<file path="config.mk">
export PLATFORM = sky130hd
export DESIGN_NAME = rgb_light_effect_sequencer_core
export DESIGN_NICKNAME = d
export VERILOG_FILES = /design/src/rles_pkg.sv /design/src/rles_sweep.sv /design/src/rles_step.sv /design/src/rgb_light_effect_sequencer_core.sv
export VERILOG_INCLUDE_DIRS = /design/src /design/src/src
export SDC_FILE = /design/constraint.sdc
export NUM_CORES = 1
export LEC_CHECK = 0
export BUFFER_PORTS_ARGS = -buffer_cell sky130_fd_sc_hd__buf_2
export CAP_MARGIN = 15
export CORE_UTILIZATION = 40
export DETAILED_ROUTE_END_ITERATION = 8
export GPL_ROUTABILITY_DRIVEN = 1
export PLACE_DENSITY = 0.62
export SETUP_SLACK_MARGIN = 0.4
export SLEW_MARGIN = 20
export SYNTH_ARGS = -nofsm -noshare
export SYNTH_HDL_FRONTEND = slang
export SYNTH_HIERARCHICAL = 1
export SYNTH_SLANG_ARGS = --single-unit
</file>
<file path="constraint.sdc">
create_clock -name clk_i -period 4.3 [get_ports clk_i]
set_clock_uncertainty 0.1 [all_clocks]
set_input_delay 0.43 -clock clk_i [delete_from_list [all_inputs] [get_ports clk_i]]
set_output_delay 0.43 -clock clk_i [all_outputs]
set_load 0.02 [all_outputs]
</file>
<file path="src/rgb_light_effect_sequencer_core_defines.svh">
// ----------------------------------------------------------------------------
// RGB light effect sequencer - assertion macros
// Concurrent assertion wrappers shared by the sequencer RTL.
// ----------------------------------------------------------------------------
`ifndef RGB_LIGHT_EFFECT_SEQUENCER_CORE_DEFINES_SVH
`define RGB_LIGHT_EFFECT_SEQUENCER_CORE_DEFINES_SVH

`ifndef NO_ASSERTIONS
// property must hold at every clock edge outside reset
`define RLES_ASSERT(label, clk, rst_n, prop, msg) \
  label: assert property (@(posedge clk) disable iff (!rst_n) (prop)) else $error(msg);
// consequent must hold in the cycle after the antecedent
`define RLES_ASSERT_NEXT(label, clk, rst_n, ante, cons, msg) \
  label: assert property (@(posedge clk) disable iff (!rst_n) (ante) |=> (cons)) \
    else $error(msg);
`else
`define RLES_ASSERT(label, clk, rst_n, prop, msg)
`define RLES_ASSERT_NEXT(label, clk, rst_n, ante, cons, msg)
`endif

`endif

</file>
<file path="src/rles_pkg.sv">
// ----------------------------------------------------------------------------
// rles_pkg
// Types, codes and pattern tables of the RGB light effect sequencer.
// ----------------------------------------------------------------------------
package rles_pkg;

  // mode codes
  localparam logic [2:0] MODE_OFF   = 3'd0;
  localparam logic [2:0] MODE_POTS  = 3'd1;
  localparam logic [2:0] MODE_SLOW  = 3'd2;
  localparam logic [2:0] MODE_FAST  = 3'd3;
  localparam logic [2:0] MODE_SWEEP = 3'd4;

  // wait codes
  localparam logic [1:0] WAIT_10US  = 2'd0;
  localparam logic [1:0] WAIT_10MS  = 2'd1;
  localparam logic [1:0] WAIT_50MS  = 2'd2;
  localparam logic [1:0] WAIT_250MS = 2'd3;

  // last step of each pass
  localparam logic [4:0] LAST_SINGLE = 5'd0;
  localparam logic [4:0] LAST_POTS   = 5'd1;
  localparam logic [4:0] LAST_SLOW   = 5'd4;
  localparam logic [4:0] LAST_FAST   = 5'd16;

  // sweep direction flag bits
  localparam int unsigned FLAG_R_UP = 0;
  localparam int unsigned FLAG_G_UP = 1;
  localparam int unsigned FLAG_B_UP = 2;
  localparam int unsigned FLAG_R_DN = 3;
  localparam int unsigned FLAG_G_DN = 4;
  localparam int unsigned FLAG_B_DN = 5;

  // duty register slots
  localparam int unsigned DUTY_R = 0;
  localparam int unsigned DUTY_G = 1;
  localparam int unsigned DUTY_B = 2;
  localparam int unsigned DUTY_A = 3;
  localparam int unsigned DUTY_L = 4;

  typedef logic [2:0][7:0] rgb_lvl_t;
  typedef logic [4:0][7:0] duty_t;

  // architectural state of the sequencer
  typedef struct packed {
    logic [2:0] mode;
    logic [4:0] sub;
    logic       pend;
    rgb_lvl_t   lvl;
    logic [5:0] flags;
    duty_t      duty;
  } rles_state_t;

  localparam rles_state_t STATE_RST = '{
    mode:  MODE_SWEEP,
    sub:   5'd0,
    pend:  1'b0,
    lvl:   '0,
    flags: 6'b100001,
    duty:  '0
  };

  // slow blink pattern
  function automatic logic [7:0] slow_val(input logic [2:0] idx);
    logic [7:0] v;
    case (idx)
      3'd1:    v = 8'h6F;
      3'd2:    v = 8'hFF;
      3'd3:    v = 8'hFF;
      3'd4:    v = 8'h6F;
      default: v = 8'h00;
    endcase
    return v;
  endfunction

  // fast ramp pattern
  function automatic logic [7:0] fast_val(input logic [4:0] idx);
    logic [7:0] v;
    case (idx)
      5'd1:    v = 8'h20;
      5'd2:    v = 8'hFF;
      5'd3:    v = 8'h40;
      5'd4:    v = 8'hDF;
      5'd5:    v = 8'h60;
      5'd6:    v = 8'hBF;
      5'd7:    v = 8'h80;
      5'd8:    v = 8'h6F;
      5'd9:    v = 8'hA0;
      5'd10:   v = 8'h6F;
      5'd11:   v = 8'hC0;
      5'd12:   v = 8'h5F;
      5'd13:   v = 8'hE0;
      5'd14:   v = 8'h3F;
      5'd15:   v = 8'hFF;
      5'd16:   v = 8'h1F;
      default: v = 8'h00;
    endcase
    return v;
  endfunction

endpackage

</file>
<file path="src/rles_sweep.sv">
// ----------------------------------------------------------------------------
// rles_sweep
// One step of the RGB color sweep: six ordered flag checks with 8-bit wrap.
// ----------------------------------------------------------------------------
module rles_sweep import rles_pkg::*; (
  input  rgb_lvl_t   lvl_i,
  input  logic [5:0] flags_i,
  output rgb_lvl_t   lvl_o,
  output logic [5:0] flags_o
);

  rgb_lvl_t   lvl;
  logic [5:0] f;

  // flags are tested in order; an earlier update can enable a later check
  always_comb begin
    lvl = lvl_i;
    f   = flags_i;
    if (f[FLAG_R_UP]) begin
      lvl[DUTY_R] = lvl[DUTY_R] + 8'd1;
      if (lvl[DUTY_R] == 8'hFF) begin
        f[FLAG_G_UP] = 1'b1;
        f[FLAG_B_DN] = 1'b1;
        f[FLAG_R_UP] = 1'b0;
      end
    end
    if (f[FLAG_G_UP]) begin
      lvl[DUTY_G] = lvl[DUTY_G] + 8'd1;
      if (lvl[DUTY_G] == 8'hFF) begin
        f[FLAG_B_UP] = 1'b1;
        f[FLAG_R_DN] = 1'b1;
        f[FLAG_G_UP] = 1'b0;
      end
    end
    if (f[FLAG_B_UP]) begin
      lvl[DUTY_B] = lvl[DUTY_B] + 8'd1;
      if (lvl[DUTY_B] == 8'hFF) begin
        f[FLAG_R_UP] = 1'b1;
        f[FLAG_G_DN] = 1'b1;
        f[FLAG_B_UP] = 1'b0;
      end
    end
    if (f[FLAG_R_DN]) begin
      lvl[DUTY_R] = lvl[DUTY_R] - 8'd1;
      if (lvl[DUTY_R] == 8'h00) begin
        f[FLAG_G_DN] = 1'b1;
        f[FLAG_R_DN] = 1'b0;
      end
    end
    if (f[FLAG_G_DN]) begin
      lvl[DUTY_G] = lvl[DUTY_G] - 8'd1;
      if (lvl[DUTY_G] == 8'h00) begin
        f[FLAG_B_DN] = 1'b1;
        f[FLAG_G_DN] = 1'b0;
      end
    end
    if (f[FLAG_B_DN]) begin
      lvl[DUTY_B] = lvl[DUTY_B] - 8'd1;
      if (lvl[DUTY_B] == 8'h00) begin
        f[FLAG_R_DN] = 1'b1;
        f[FLAG_B_DN] = 1'b0;
      end
    end
  end

  assign lvl_o   = lvl;
  assign flags_o = f;

endmodule

</file>
<file path="src/rles_step.sv">
// ----------------------------------------------------------------------------
// rles_step
// Next-state logic of one timing step: mode pass, sub-step and mode advance.
// ----------------------------------------------------------------------------
module rles_step import rles_pkg::*; (
  input  rles_state_t state_i,
  input  logic        button_press_i,
  input  logic [7:0]  pot_red_i,
  input  logic [7:0]  pot_green_i,
  input  logic [7:0]  pot_blue_i,
  output rles_state_t state_o,
  output logic [1:0]  wait_code_o
);

  rles_state_t nxt;
  rgb_lvl_t    sw_lvl;
  logic [5:0]  sw_flags;
  logic        pend;
  logic [4:0]  s;
  logic [4:0]  last;
  logic [1:0]  wait_code;

  rles_sweep u_sweep (
    .lvl_i   (state_i.lvl),
    .flags_i (state_i.flags),
    .lvl_o   (sw_lvl),
    .flags_o (sw_flags)
  );

  always_comb begin
    nxt       = state_i;
    pend      = state_i.pend | button_press_i;
    s         = state_i.sub;
    last      = LAST_SINGLE;
    wait_code = WAIT_250MS;

    // per-mode duty updates
    unique case (state_i.mode)
      MODE_POTS: begin
        last = LAST_POTS;
        if (s == 5'd0) begin
          nxt.duty[DUTY_R] = pot_red_i;
          nxt.duty[DUTY_G] = pot_green_i;
          nxt.duty[DUTY_B] = pot_blue_i;
          wait_code        = WAIT_10MS;
        end
      end
      MODE_SLOW: begin
        last = LAST_SLOW;
        if (s > last) s = last;
        if (s == 5'd0) begin
          nxt.duty[DUTY_A] = 8'h00;
          nxt.duty[DUTY_L] = 8'h00;
        end else if (s[0]) begin
          nxt.duty[DUTY_A] = slow_val(s[2:0]);
        end else begin
          nxt.duty[DUTY_L] = slow_val(s[2:0]);
        end
      end
      MODE_FAST: begin
        last      = LAST_FAST;
        wait_code = WAIT_50MS;
        if (s > last) s = last;
        if (s == 5'd0) begin
          nxt.duty[DUTY_A] = 8'h00;
          nxt.duty[DUTY_L] = 8'h00;
        end else if (s[0]) begin
          nxt.duty[DUTY_A] = fast_val(s);
        end else begin
          nxt.duty[DUTY_L] = fast_val(s);
        end
      end
      MODE_SWEEP: begin
        wait_code        = WAIT_10US;
        nxt.lvl          = sw_lvl;
        nxt.flags        = sw_flags;
        nxt.duty[DUTY_R] = sw_lvl[DUTY_R];
        nxt.duty[DUTY_G] = sw_lvl[DUTY_G];
        nxt.duty[DUTY_B] = sw_lvl[DUTY_B];
      end
      default: begin
        // off and unused codes hold everything
      end
    endcase

    // end of pass: take a pending press
    nxt.pend = pend;
    if (s >= last) begin
      nxt.sub = 5'd0;
      if (pend) begin
        nxt.mode = (state_i.mode >= MODE_SWEEP) ? MODE_OFF : state_i.mode + 3'd1;
        nxt.pend = 1'b0;
      end
    end else begin
      nxt.sub = s + 5'd1;
    end
  end

  assign state_o     = nxt;
  assign wait_code_o = wait_code;

endmodule

</file>
<file path="src/rgb_light_effect_sequencer_core.sv">
// ----------------------------------------------------------------------------
// rgb_light_effect_sequencer_core
// Five-mode RGB and lamp effect sequencer, one timing step per input beat.
// ----------------------------------------------------------------------------
//  channel | direction | handshake                 | payload
//  --------+-----------+---------------------------+----------------------------
//  in      | sink      | in_valid_i / in_stall_o   | button press, three pots
//  out     | source    | out_valid_o / out_stall_i | 5 duties, mode, wait code
//
//  One beat per cycle sustained while out_stall_i is low; a result is valid
//  once its input beat has passed the input register and then the step logic
//  into the state and wait registers.
//  Reset: mode 4 (sweep), sweep red up and blue down, all duties zero.
//  A stalled result holds; the input register still takes a beat while the
//  result waits, and in_stall_o rises only once both stages are full.
// ----------------------------------------------------------------------------
`include "rgb_light_effect_sequencer_core_defines.svh"

module rgb_light_effect_sequencer_core import rles_pkg::*; (
  input  logic       clk_i,
  input  logic       rst_ni,
  input  logic       in_valid_i,
  output logic       in_stall_o,
  input  logic       button_press_i,
  input  logic [7:0] pot_red_i,
  input  logic [7:0] pot_green_i,
  input  logic [7:0] pot_blue_i,
  output logic       out_valid_o,
  input  logic       out_stall_i,
  output logic [7:0] red_duty_o,
  output logic [7:0] green_duty_o,
  output logic [7:0] blue_duty_o,
  output logic [7:0] lamp_a_duty_o,
  output logic [7:0] lamp_b_duty_o,
  output logic [2:0] mode_now_o,
  output logic [1:0] wait_code_o
);

  logic        in_vld_q, in_vld_d;
  logic        out_vld_q, out_vld_d;
  logic        btn_q;
  logic [7:0]  pot_r_q, pot_g_q, pot_b_q;
  rles_state_t state_q, state_d;
  logic [1:0]  wait_q, wait_d;
  logic        in_load;
  logic        step_go;

  // handshake: a step runs when the result slot is free or being drained
  assign step_go    = in_vld_q & (~out_vld_q | ~out_stall_i);
  assign in_stall_o = in_vld_q & ~step_go;
  assign in_load    = in_valid_i & ~in_stall_o;

  assign in_vld_d  = in_load | (in_vld_q & ~step_go);
  assign out_vld_d = step_go | (out_vld_q & out_stall_i);

  always_ff @(posedge clk_i or negedge rst_ni) begin
    if (!rst_ni) begin
      in_vld_q  <= 1'b0;
      out_vld_q <= 1'b0;
    end else begin
      in_vld_q  <= in_vld_d;
      out_vld_q <= out_vld_d;
    end
  end

  // input beat register
  always_ff @(posedge clk_i) begin
    if (in_load) begin
      btn_q   <= button_press_i;
      pot_r_q <= pot_red_i;
      pot_g_q <= pot_green_i;
      pot_b_q <= pot_blue_i;
    end
  end

  // step logic
  rles_step u_step (
    .state_i        (state_q),
    .button_press_i (btn_q),
    .pot_red_i      (pot_r_q),
    .pot_green_i    (pot_g_q),
    .pot_blue_i     (pot_b_q),
    .state_o        (state_d),
    .wait_code_o    (wait_d)
  );

  // sequencer state; duties and mode double as the result register
  always_ff @(posedge clk_i or negedge rst_ni) begin
    if (!rst_ni) begin
      state_q <= STATE_RST;
    end else if (step_go) begin
      state_q <= state_d;
    end
  end

  always_ff @(posedge clk_i) begin
    if (step_go) begin
      wait_q <= wait_d;
    end
  end

  assign out_valid_o   = out_vld_q;
  assign red_duty_o    = state_q.duty[DUTY_R];
  assign green_duty_o  = state_q.duty[DUTY_G];
  assign blue_duty_o   = state_q.duty[DUTY_B];
  assign lamp_a_duty_o = state_q.duty[DUTY_A];
  assign lamp_b_duty_o = state_q.duty[DUTY_L];
  assign mode_now_o    = state_q.mode;
  assign wait_code_o   = wait_q;

  // checks
  `RLES_ASSERT(a_mode_range, clk_i, rst_ni, state_q.mode <= MODE_SWEEP, "mode out of range")
  `RLES_ASSERT(a_sub_in_pass, clk_i, rst_ni,
    (state_q.sub == 5'd0) || (state_q.mode == MODE_POTS) ||
    (state_q.mode == MODE_SLOW) || (state_q.mode == MODE_FAST),
    "sub-step set in single-step mode")
  `RLES_ASSERT(a_flags_live, clk_i, rst_ni, state_q.flags != 6'd0, "sweep flags all clear")
  `RLES_ASSERT_NEXT(a_state_hold, clk_i, rst_ni, !step_go, $stable(state_q),
    "state changed without a step")

endmodule

</file>
Word-level counts from Yosys, hierarchy flattened
Memories as Yosys holds them, arrays and structs flattened. Cells that the tools add are included.

Bitwise logic cells: 12. Reductions and logical operators: 15. Equality and inequality tests: 16. Add/sub/neg operators: 8. $lt $le $gt $ge: 4. Multiplexer cells: 47.

Operators by type and width (count): 8-bit 2-to-1 mux (10); 24-bit one-hot mux with 2 select lines (1); 16-bit 2-to-1 mux (2); 16-bit one-hot mux with 2 select lines (1); 5-bit 2-to-1 mux (5); 8-bit by 1-bit adder with 8-bit output (second input constant) (3); 8-bit == test (second input constant) (3); 8-bit logical NOT (3); 24-bit 2-to-1 mux (1); 8-bit by 1-bit subtractor with 8-bit output (second input constant) (3); 8-bit one-hot mux with 2 select lines (1); 5-bit logical NOT (3); 5-bit one-hot mux with 3 select lines (1); 2-bit 2-to-1 mux (7); 1-bit 2-to-1 mux (13); 3-bit by 2-bit == test with 1-bit output (second input constant) (4); 5-bit one-hot mux with 2 select lines (1); 3-bit 2-to-1 mux (3); 3-bit by 2-bit != test with 1-bit output (second input constant) (3); 4-bit AND reduction (2); 3-bit by 1-bit == test with 1-bit output (second input constant) (2); 3-bit == test (second input constant) (2); 2-bit one-hot mux with 3 select lines (1); 3-bit AND reduction (2); other kinds (14) (25).

Bits of input ports: 29. Output and inout port bits: 47. Bits in registers: 108. Bits in read-only memories: 512. Memories: 2.

Memory list: (name not given) (words 32, width 8, read ports 1, clocked after memory_dff 0, wr ports 0, RTL line rles_pkg.sv:79) `case (idx)`; (name not given) (words 32, width 8, read ports 1, clocked after memory_dff 0, wr ports 0, RTL line rles_pkg.sv:79).

Depth between registers and ports, before layout
Gate-level depths: netlist (run 1).

Word-level depth: 11. Gate-level depth with buffers: 21.

Modules after synthesis
Netlist (run 1), hierarchy kept.

By module, submodules not included: rgb_light_effect_sequencer_core (sequential area each 2841.5 um^2, cells an instance 245, times used 1, area an instance 4571.9 um^2); rles_sweep (sequential area each 0.0 um^2, cells an instance 262, times used 1, area an instance 1933.1 um^2); rles_step (sequential area each 0.0 um^2, cells an instance 264, times used 1, area an instance 1740.4 um^2).

Least setup slack after synthesis (run 1)
Ideal clock, no wire load.

Kind: flip-flop to flip-flop. Start point: register state_q[47] (netlist bit). End point: register state_q (netlist bit blue_duty_o[2]). Library setup time: 125 ps. Cell stages (with the launch flop): 17. Data arrival time: 3960 ps. Setup slack: 115 ps. Cell sequence: dfrtp_1 > ha_1 > xnor2_1 > or4b_4 > o21ba_2 > xnor2_1 > ha_1 > o21ai_0 > mux2i_2 > xnor2_2 > nor3_2 > a211o_4 > and2_4 > xnor2_2 > and3_1 > a221o_1 > mux2_4.

RTL lines: start, declared (RTL line rgb_light_effect_sequencer_core.sv:43) `rles_state_t state_q, state_d;`; start signal, assigned (RTL line rgb_light_effect_sequencer_core.sv:92) `state_q <= state_d;`.

==> impl_results.md, run 1 <==
- Worst-Margin Slew: 0.960 ns
- Drt drc: 0
- DR vias: 5800
- Vias in the first global route: 5638
- Share of cells above drive strength 1: 36.1%
- Tmin final: 4.07 ns
- PD cells: 449 nW/um2
- Synth cell count leaders: mux2_4 (80), dfrtp_1 (78), nand2_1 (66)
- Wirelength per Cell: 17.3 um
- Drt via density: 5.34
- Ant. Diodes: 0
- Largest net degree at the start of global routing: 82
- Critical Path AT: 4.21 ns
- Nets@finish: 866
- Cell chosen for the clock root: clkbuf_16
- Latest clock arrival within the worst-skew pair: 0.36 ns
- CTS tree: yes
- IR drop worst, VDD: 316 uV
- Clock Pin Slew Worst Setup and Hold Paths: 0.08 ns
- Leak: 4.41 nW
- Sum Neg Setup Slack: 0 ns
- Worst hold slack: 0.0731 ns
- Post-synthesis cell type count: 93
- Filler instances: 1929
- Initial Util: 40.7%
- 1st-pass router iterations: 4
- Antenna viol nets, final: 0
- Post-DP HPWL: 12700 um
- Die H: 146 um
- Crit Path Class: reg -> reg
- Most frequent cell after synthesis: mux2_4
- Mapped Avg Cell Area: 10.7 um2
- Core Footprint: 20200 um2
- Area grow syn2layout: 10.4%
- Count of final setup violators: 0
- Die ar.: 21200 um2
- Worst Setup Start Kind: flop
- IO Pins: 76
- Worst-case clock buffer depth: 2
- Worst Setup End Kind: flop
- First-pass GRT wire length: 30300 um
- Area share of the largest cell type after synthesis: 23.7%
- Drt initial violations: 333
- Period utilization: 94.6%
- Slew headroom: 36.0%
- Status: complete, no violations
- Area contributors post-synth: dfrtp_1 (24%), mux2_4 (15%), edfxtp_1 (9.8%)
- H-tree depth: 3
- Row Count: 52
- Fraction of registers with async set/reset: 75.0%
- Final Hold Fails: 0
- Fin. max-slew vios: 0
- Ys flop type: dfrtp_1
- RSZ-0062 raised after global routing: yes
- Yosys warnings: 6
- Max cap viols: 0
- Fmax: 0.246 GHz
- Hold WC Path Type: in -> async
- Initial antenna violation count: 0
- Worst-path fanout max: 6
- Final RePlAce weighted congestion: 0.910
- Post-synth EDFFs: 27
- CTS sink count: 108
- Total gr overflow: 0
- Synth Cell Area: 8250 um2
- Syn_nets: 825
- All-Layer GR Usage: 17.9%
- Input/output buffers: 75
- Post-Route WL: 18800 um
- TritonCTS Buffers: 9
- Synth area leader: dfrtp_1
- Die W: 146 um
- Seq cells post-synth: 108
- CP required: 4.45 ns
- Syn Inst Count: 771
- Sequential share of the synthesized area: 34.5%
[state kept, by name (all words and copies together) (netlist names), 3 cells and up]
name / count
lamp_b_duty_o: 8
mode_now_o: 3
blue_duty_o: 8
state_q: 36
red_duty_o: 8
green_duty_o: 8
pot_g_q: 8
lamp_a_duty_o: 8
pot_r_q: 8
pot_b_q: 8
[report_power, final]
| part | switching (mW) | internal, mW |
|---|---|---|
| logic | 0.973 | 0.798 |
| registers | 0.185 | 1.25 |
| clock network | 0.415 | 0.463 |
[through the flow]
step	std cells	cell area, um2	worst slack, ns	power [mW]	util [%]
2_1_floorplan	771	8300	0.240	3.01	-
3_3_place_gp	1049	8440	0.178	3.20	41.7
3_5_place_dp	1049	8440	0.102	3.23	41.7
4_1_cts	1075	8860	0.271	4.13	43.8
5_1_grt	1087	9100	0.0929	4.34	45.0
6_report	1087	9100	0.232	4.09	45.0
[metal layers]
layer | share of wire, % | wire (um) | vias to the layer above | GRT usage [%]
li1 | - | - | 2802 | -
met1 | 49 | 9150 | 2853 | 25.3
met2 | 46 | 8690 | 134 | 28.3
met3 | 3.9 | 736 | 11 | 3.29
met4 | 1.0 | 197 | 0 | 4.53
met5 | 0 | 0 | - | 0
[cell families (layout without fill, tap and decap cells)]
group,after synthesis,after routing,synth area share (%)
xor gates and xnor gates,54,54,6.27
and+or+nand+nor,238,238,15.3
AOI/OAI and AO/OA,145,145,14.2
buffers and inverters,111,157,10.2
adders and majority gates,25,25,3.79
muxes,90,90,15.9
DFF,108,108,34.5
[layout by cell type (no fill, tap or decap), types with 5 or more instances in the layout]
| cell type | Yosys | layout |
|---|---|---|
| mux2_4 | 80 | 80 |
| dfrtp_1 | 78 | 76 |
| buf_2 | 6 | 74 |
| nand2_1 | 66 | 63 |
| nor2_1 | 45 | 44 |
| buf_4 | 47 | 40 |
| xnor2_1 | 35 | 31 |
| edfxtp_1 | 27 | 27 |
| and3_1 | 29 | 27 |
| nand3_1 | 28 | 26 |
| a221o_1 | 24 | 24 |
| a21o_1 | 24 | 24 |
| inv_1 | 21 | 19 |
| ha_1 | 25 | 19 |
| a21oi_1 | 15 | 15 |
| o21ai_0 | 19 | 14 |
| xor2_1 | 14 | 12 |
| clkbuf_16 | 0 | 9 |
| and2_1 | 10 | 8 |
| nor3_1 | 9 | 8 |
| nand2b_1 | 7 | 7 |
| o21a_1 | 6 | 6 |
| mux2i_1 | 7 | 6 |
| xnor2_2 | 2 | 6 |
| buf_6 | 9 | 5 |
| nor2b_1 | 5 | 5 |
| o211ai_1 | 5 | 5 |
| o21ai_1 | 3 | 5 |
[worst paths after layout]
kind / from / endpoint / slack (ns) / depth (start not counted)
max: state_q[46] / blue_duty_o[3] / 0.23 / 16
min: rst_ni / state_q[46] / 0.07 / 1
max reg2reg: state_q[46] / blue_duty_o[3] / 0.23 / 16
min reg2reg: in_vld_q / out_valid_o / 0.39 / 1
max in group asynchronous: rst_ni / state_q[57] / 3.17 / 2
min in group clk_i: pot_red_i[2] / pot_r_q[2] / 0.15 / 1
[layout make-up]
cell class / count / area (um2) / area share, %
Clock buffer: 9 / 225 / 2.47
Multi-Input combinational cell: 552 / 4780 / 52.6
Inverter: 21 / 81.3 / 0.894
Timing Repair Buffer: 120 / 747 / 8.21
Sequential cell: 108 / 2850 / 31.3
Tap cell: 270 / 338 / 3.71
Clock inverter: 7 / 78.8 / 0.866
[timing repair]
item                                   CTS  global route
resized for setup                       11            31
hold buffers                             0             0
buffers inserted                        10            12
endpoints found under the hold margin    0             0
setup endpoints to repair               22            23
pin swaps                                2             8
[critical path, cell delays in order (launching register included)]
cell,delay [ns]
dfrtp_2,0.46
ha_4,0.19
xnor2_2,0.13
or4b_4,0.56
o21ba_4,0.23
xnor2_2,0.15
ha_2,0.25
o21ai_2,0.07
mux2i_2,0.22
xnor2_2,0.16
nor3_4,0.07
a211o_4,0.38
and2_4,0.16
xnor2_2,0.13
and3_4,0.17
a221o_1,0.26
mux2_4,0.26
(Power assumes the default switching activity.)
==> run 2, diff against run 1 <==
- CELL_PAD_IN_SITES_DETAIL_PLACEMENT: default -> 1
- CELL_PAD_IN_SITES_GLOBAL_PLACEMENT: default -> 1
- GPL_ROUTABILITY_DRIVEN: 1 -> default
- PLACE_DENSITY: 0.62 -> 0.71
- clock period: 4.3 -> 5 ns (I/O delays scaled with it)
==> run 2 against run 1 <==
  * Final area fell by 5.3%
  * Cell count decreased by 3.2%
  * Total power down 15%
  * Count of clock-buffer cells in the layout rose by 2
  * Sequential share of layout area rose by 1.7 points
  * Non-clock buffer count shrank 35
  * Sequential cell count unchanged
  * Fmax shrank 7.6%
  * Via count fell by 0.78%
  * Register-to-register slack improved by 0.37 ns
==> impl_results.md, run 2 (synthesized netlist as in run 1, its figures left out) <==
- Int Pwr: 2.12 mW (-16%)
- TritonCTS Buffers: 9 (unchanged)
- Max reg flops: 36 (unchanged)
- PD cells: 405 nW/um2 (-9.8%)
- Worst hold slack: 0.0142 ns (-0.0590 ns)
- Most flops, register: state_q
- Hold-fix buffer count after cts: 0 (unchanged)
- Initial antenna violation count: 0 (unchanged)
- Post-Route WL: 19700 um (+5.1%)
- Die ar.: 21200 um2 (unchanged)
- CP required: 5.15 ns (+0.70 ns)
- Filler instances: 2250 (+17%)
- CTS sink count: 108 (unchanged)
- Antenna viol nets, final: 0 (unchanged)
- Placed cell count: 1034 (-1.4%)
- Input/output buffers: 75 (unchanged)
- Final Util: 42.6% (-2.4 points)
- IR drop worst, VDD: 185 uV (-41%)
- Period utilization: 88.0% (-6.6 points)
- Register share of total power: 36.4% (+1.2 points)
- Initial Util: 40.7% (unchanged)
- Fin. max-slew vios: 0 (unchanged)
- Wirelength per Cell: 18.8 um (+8.6%)
- Drt via density: 5.47 (+2.5%)
- Crit Path Class: reg -> reg
- Largest net degree at the start of global routing: 82 (unchanged)
- Clock Pin Slew Worst Setup and Hold Paths: 0.08 ns (about the same)
- Switching share of power: 39.2% (+0.74 points)
- Status: complete, no violations
- Hold WC Path Type: in -> async
- Finished Layout Cells: 1052 (-3.2%)
- Die H: 146 um (unchanged)
- Worst Setup Start Kind: flop
- Share of cells above drive strength 1: 29.7% (-6.4 points)
- R2r startpoint: state_q[46]
- Count of final setup violators: 0 (unchanged)
- Post-route cell area: 8620 um2 (-5.3%)
- Ant. Diodes: 0 (unchanged)
- Clk pwr share: 20.5% (-1.0 points)
- IO Pins: 76 (unchanged)
- Slew headroom: 37.4% (+1.4 points)
- Placed inst area: 8280 um2 (-1.9%)
- Worst-path fanout max: 10 (+4)
- Fmax: 0.227 GHz (-7.6%)
- Nets@finish: 831 (-4.0%)
- Vias in the first global route: 5956 (+5.6%)
- Row Count: 52 (unchanged)
- Post-DP HPWL: 13800 um (+8.2%)
- RSZ-0062 raised after global routing: no
- Worst-case clock buffer depth: 2 (unchanged)
- Die W: 146 um (unchanged)
- Drt drc: 0 (unchanged)
- Most frequent cells in the layout: mux2_4 (80), dfrtp_1 (76), buf_2 (74)
- Setup slack, reg-to-reg: 0.60 ns (+0.37 ns)
- Core Footprint: 20200 um2 (unchanged)
- Critical Path AT: 4.55 ns (+0.34 ns)
- Logic pwr share: 43.1% (-0.2 points)
- All-Layer GR Usage: 19.1% (+1.2 points)
- Cell chosen for the clock root: clkbuf_16
- Leak: 4.16 nW (-5.5%)
- Tmin final: 4.40 ns (+0.332 ns)
- Total gr overflow: 0 (unchanged)
- Setup crit start: state_q[46]
- Final Hold Fails: 0 (unchanged)
- First-pass GRT wire length: 32400 um (+6.9%)
- NetSw: 1.37 mW (-13%)
- Drt initial violations: 262 (-21%)
- Final RePlAce weighted congestion: 0.823 (-9.5%)
- Area grow syn2layout: 4.55%
- Sum Neg Setup Slack: 0 ns (unchanged)
- 1st-pass router iterations: 4 (unchanged)
- Worst Setup End Kind: flop
- CTS tree: yes
- Most common cell after layout, fill and taps aside: mux2_4
- DR vias: 5755 (-0.78%)
- H-tree depth: 3 (unchanged)
- Worst-Margin Slew: 0.939 ns (-0.0212 ns)
- Latest clock arrival within the worst-skew pair: 0.36 ns (about the same)
- Max cap viols: 0 (unchanged)
-- run 2: critical path: stages, from the launching register on --
cell	delay [ns]
dfrtp_2	0.49
ha_2	0.25
xnor2_1	0.16
or4b_4	0.58
o21ba_2	0.29
xnor2_2	0.19
ha_2	0.26
o21ai_0	0.11
mux2i_2	0.23
xnor2_2	0.16
nor3_4	0.09
a211o_4	0.39
and2_4	0.18
xnor2_2	0.12
and3_1	0.18
a221o_1	0.26
mux2_4	0.25
-- run 2: worst paths after layout --
| path | to | depth (start not counted) |
|---|---|---|
| worst min-delay path | lamp_b_duty_o[5] | 1 |
| worst max-delay path | blue_duty_o[2] | 16 |
| worst min register to register | out_valid_o | 1 |
| max in group asynchronous | state_q[46] | 2 |
| min in group clk_i | pot_r_q[3] | 1 |
| worst max register to register | blue_duty_o[2] | 16 |
-- run 2: final cells by class --
cell class | count | area (um2) | share of cell area [%]
multi-input cells | 552 | 4610 | 53.5
flip-flops and latches | 108 | 2840 | 33.0
repair buffers | 85 | 465 | 5.40
well taps | 270 | 338 | 3.92
clock buffers | 11 | 243 | 2.82
inverters | 21 | 78.8 | 0.914
clock inverters | 5 | 43.8 | 0.508
-- run 2: per-layer routing --
metal	vias up	GRT usage, %	wire length, um	share of wire [%]
li1	2734	-	-	-
met1	2905	26.6	9760	49
met2	100	30.7	9160	46
met3	16	3.42	609	3.1
met4	0	4.58	212	1.1
met5	-	0	0	0
-- run 2: what timing repair did --
item,4_1_cts,5_1_grt
buffers inserted,2,0
setup endpoints to repair,3,21
gates resized for setup,1,9
pin swaps,2,0
-- run 2: power groups by stage --
stage | logic, mW | registers (mW) | clock network (mW)
after floorplan | 1.39 | 1.21 | 0
after global placement | 1.47 | 1.28 | 0
after detailed placement | 1.51 | 1.29 | 0
after CTS | 1.52 | 1.27 | 0.745
after global routing | 1.63 | 1.30 | 0.774
final | 1.50 | 1.27 | 0.716
-- run 2: through the flow --
stage	power (mW)	setup slack (ns)
after global routing	3.70	0.411
final	3.49	0.600
after CTS	3.54	0.408
after global placement	2.76	0.574
after detailed placement	2.80	0.397
after floorplan	2.59	0.815
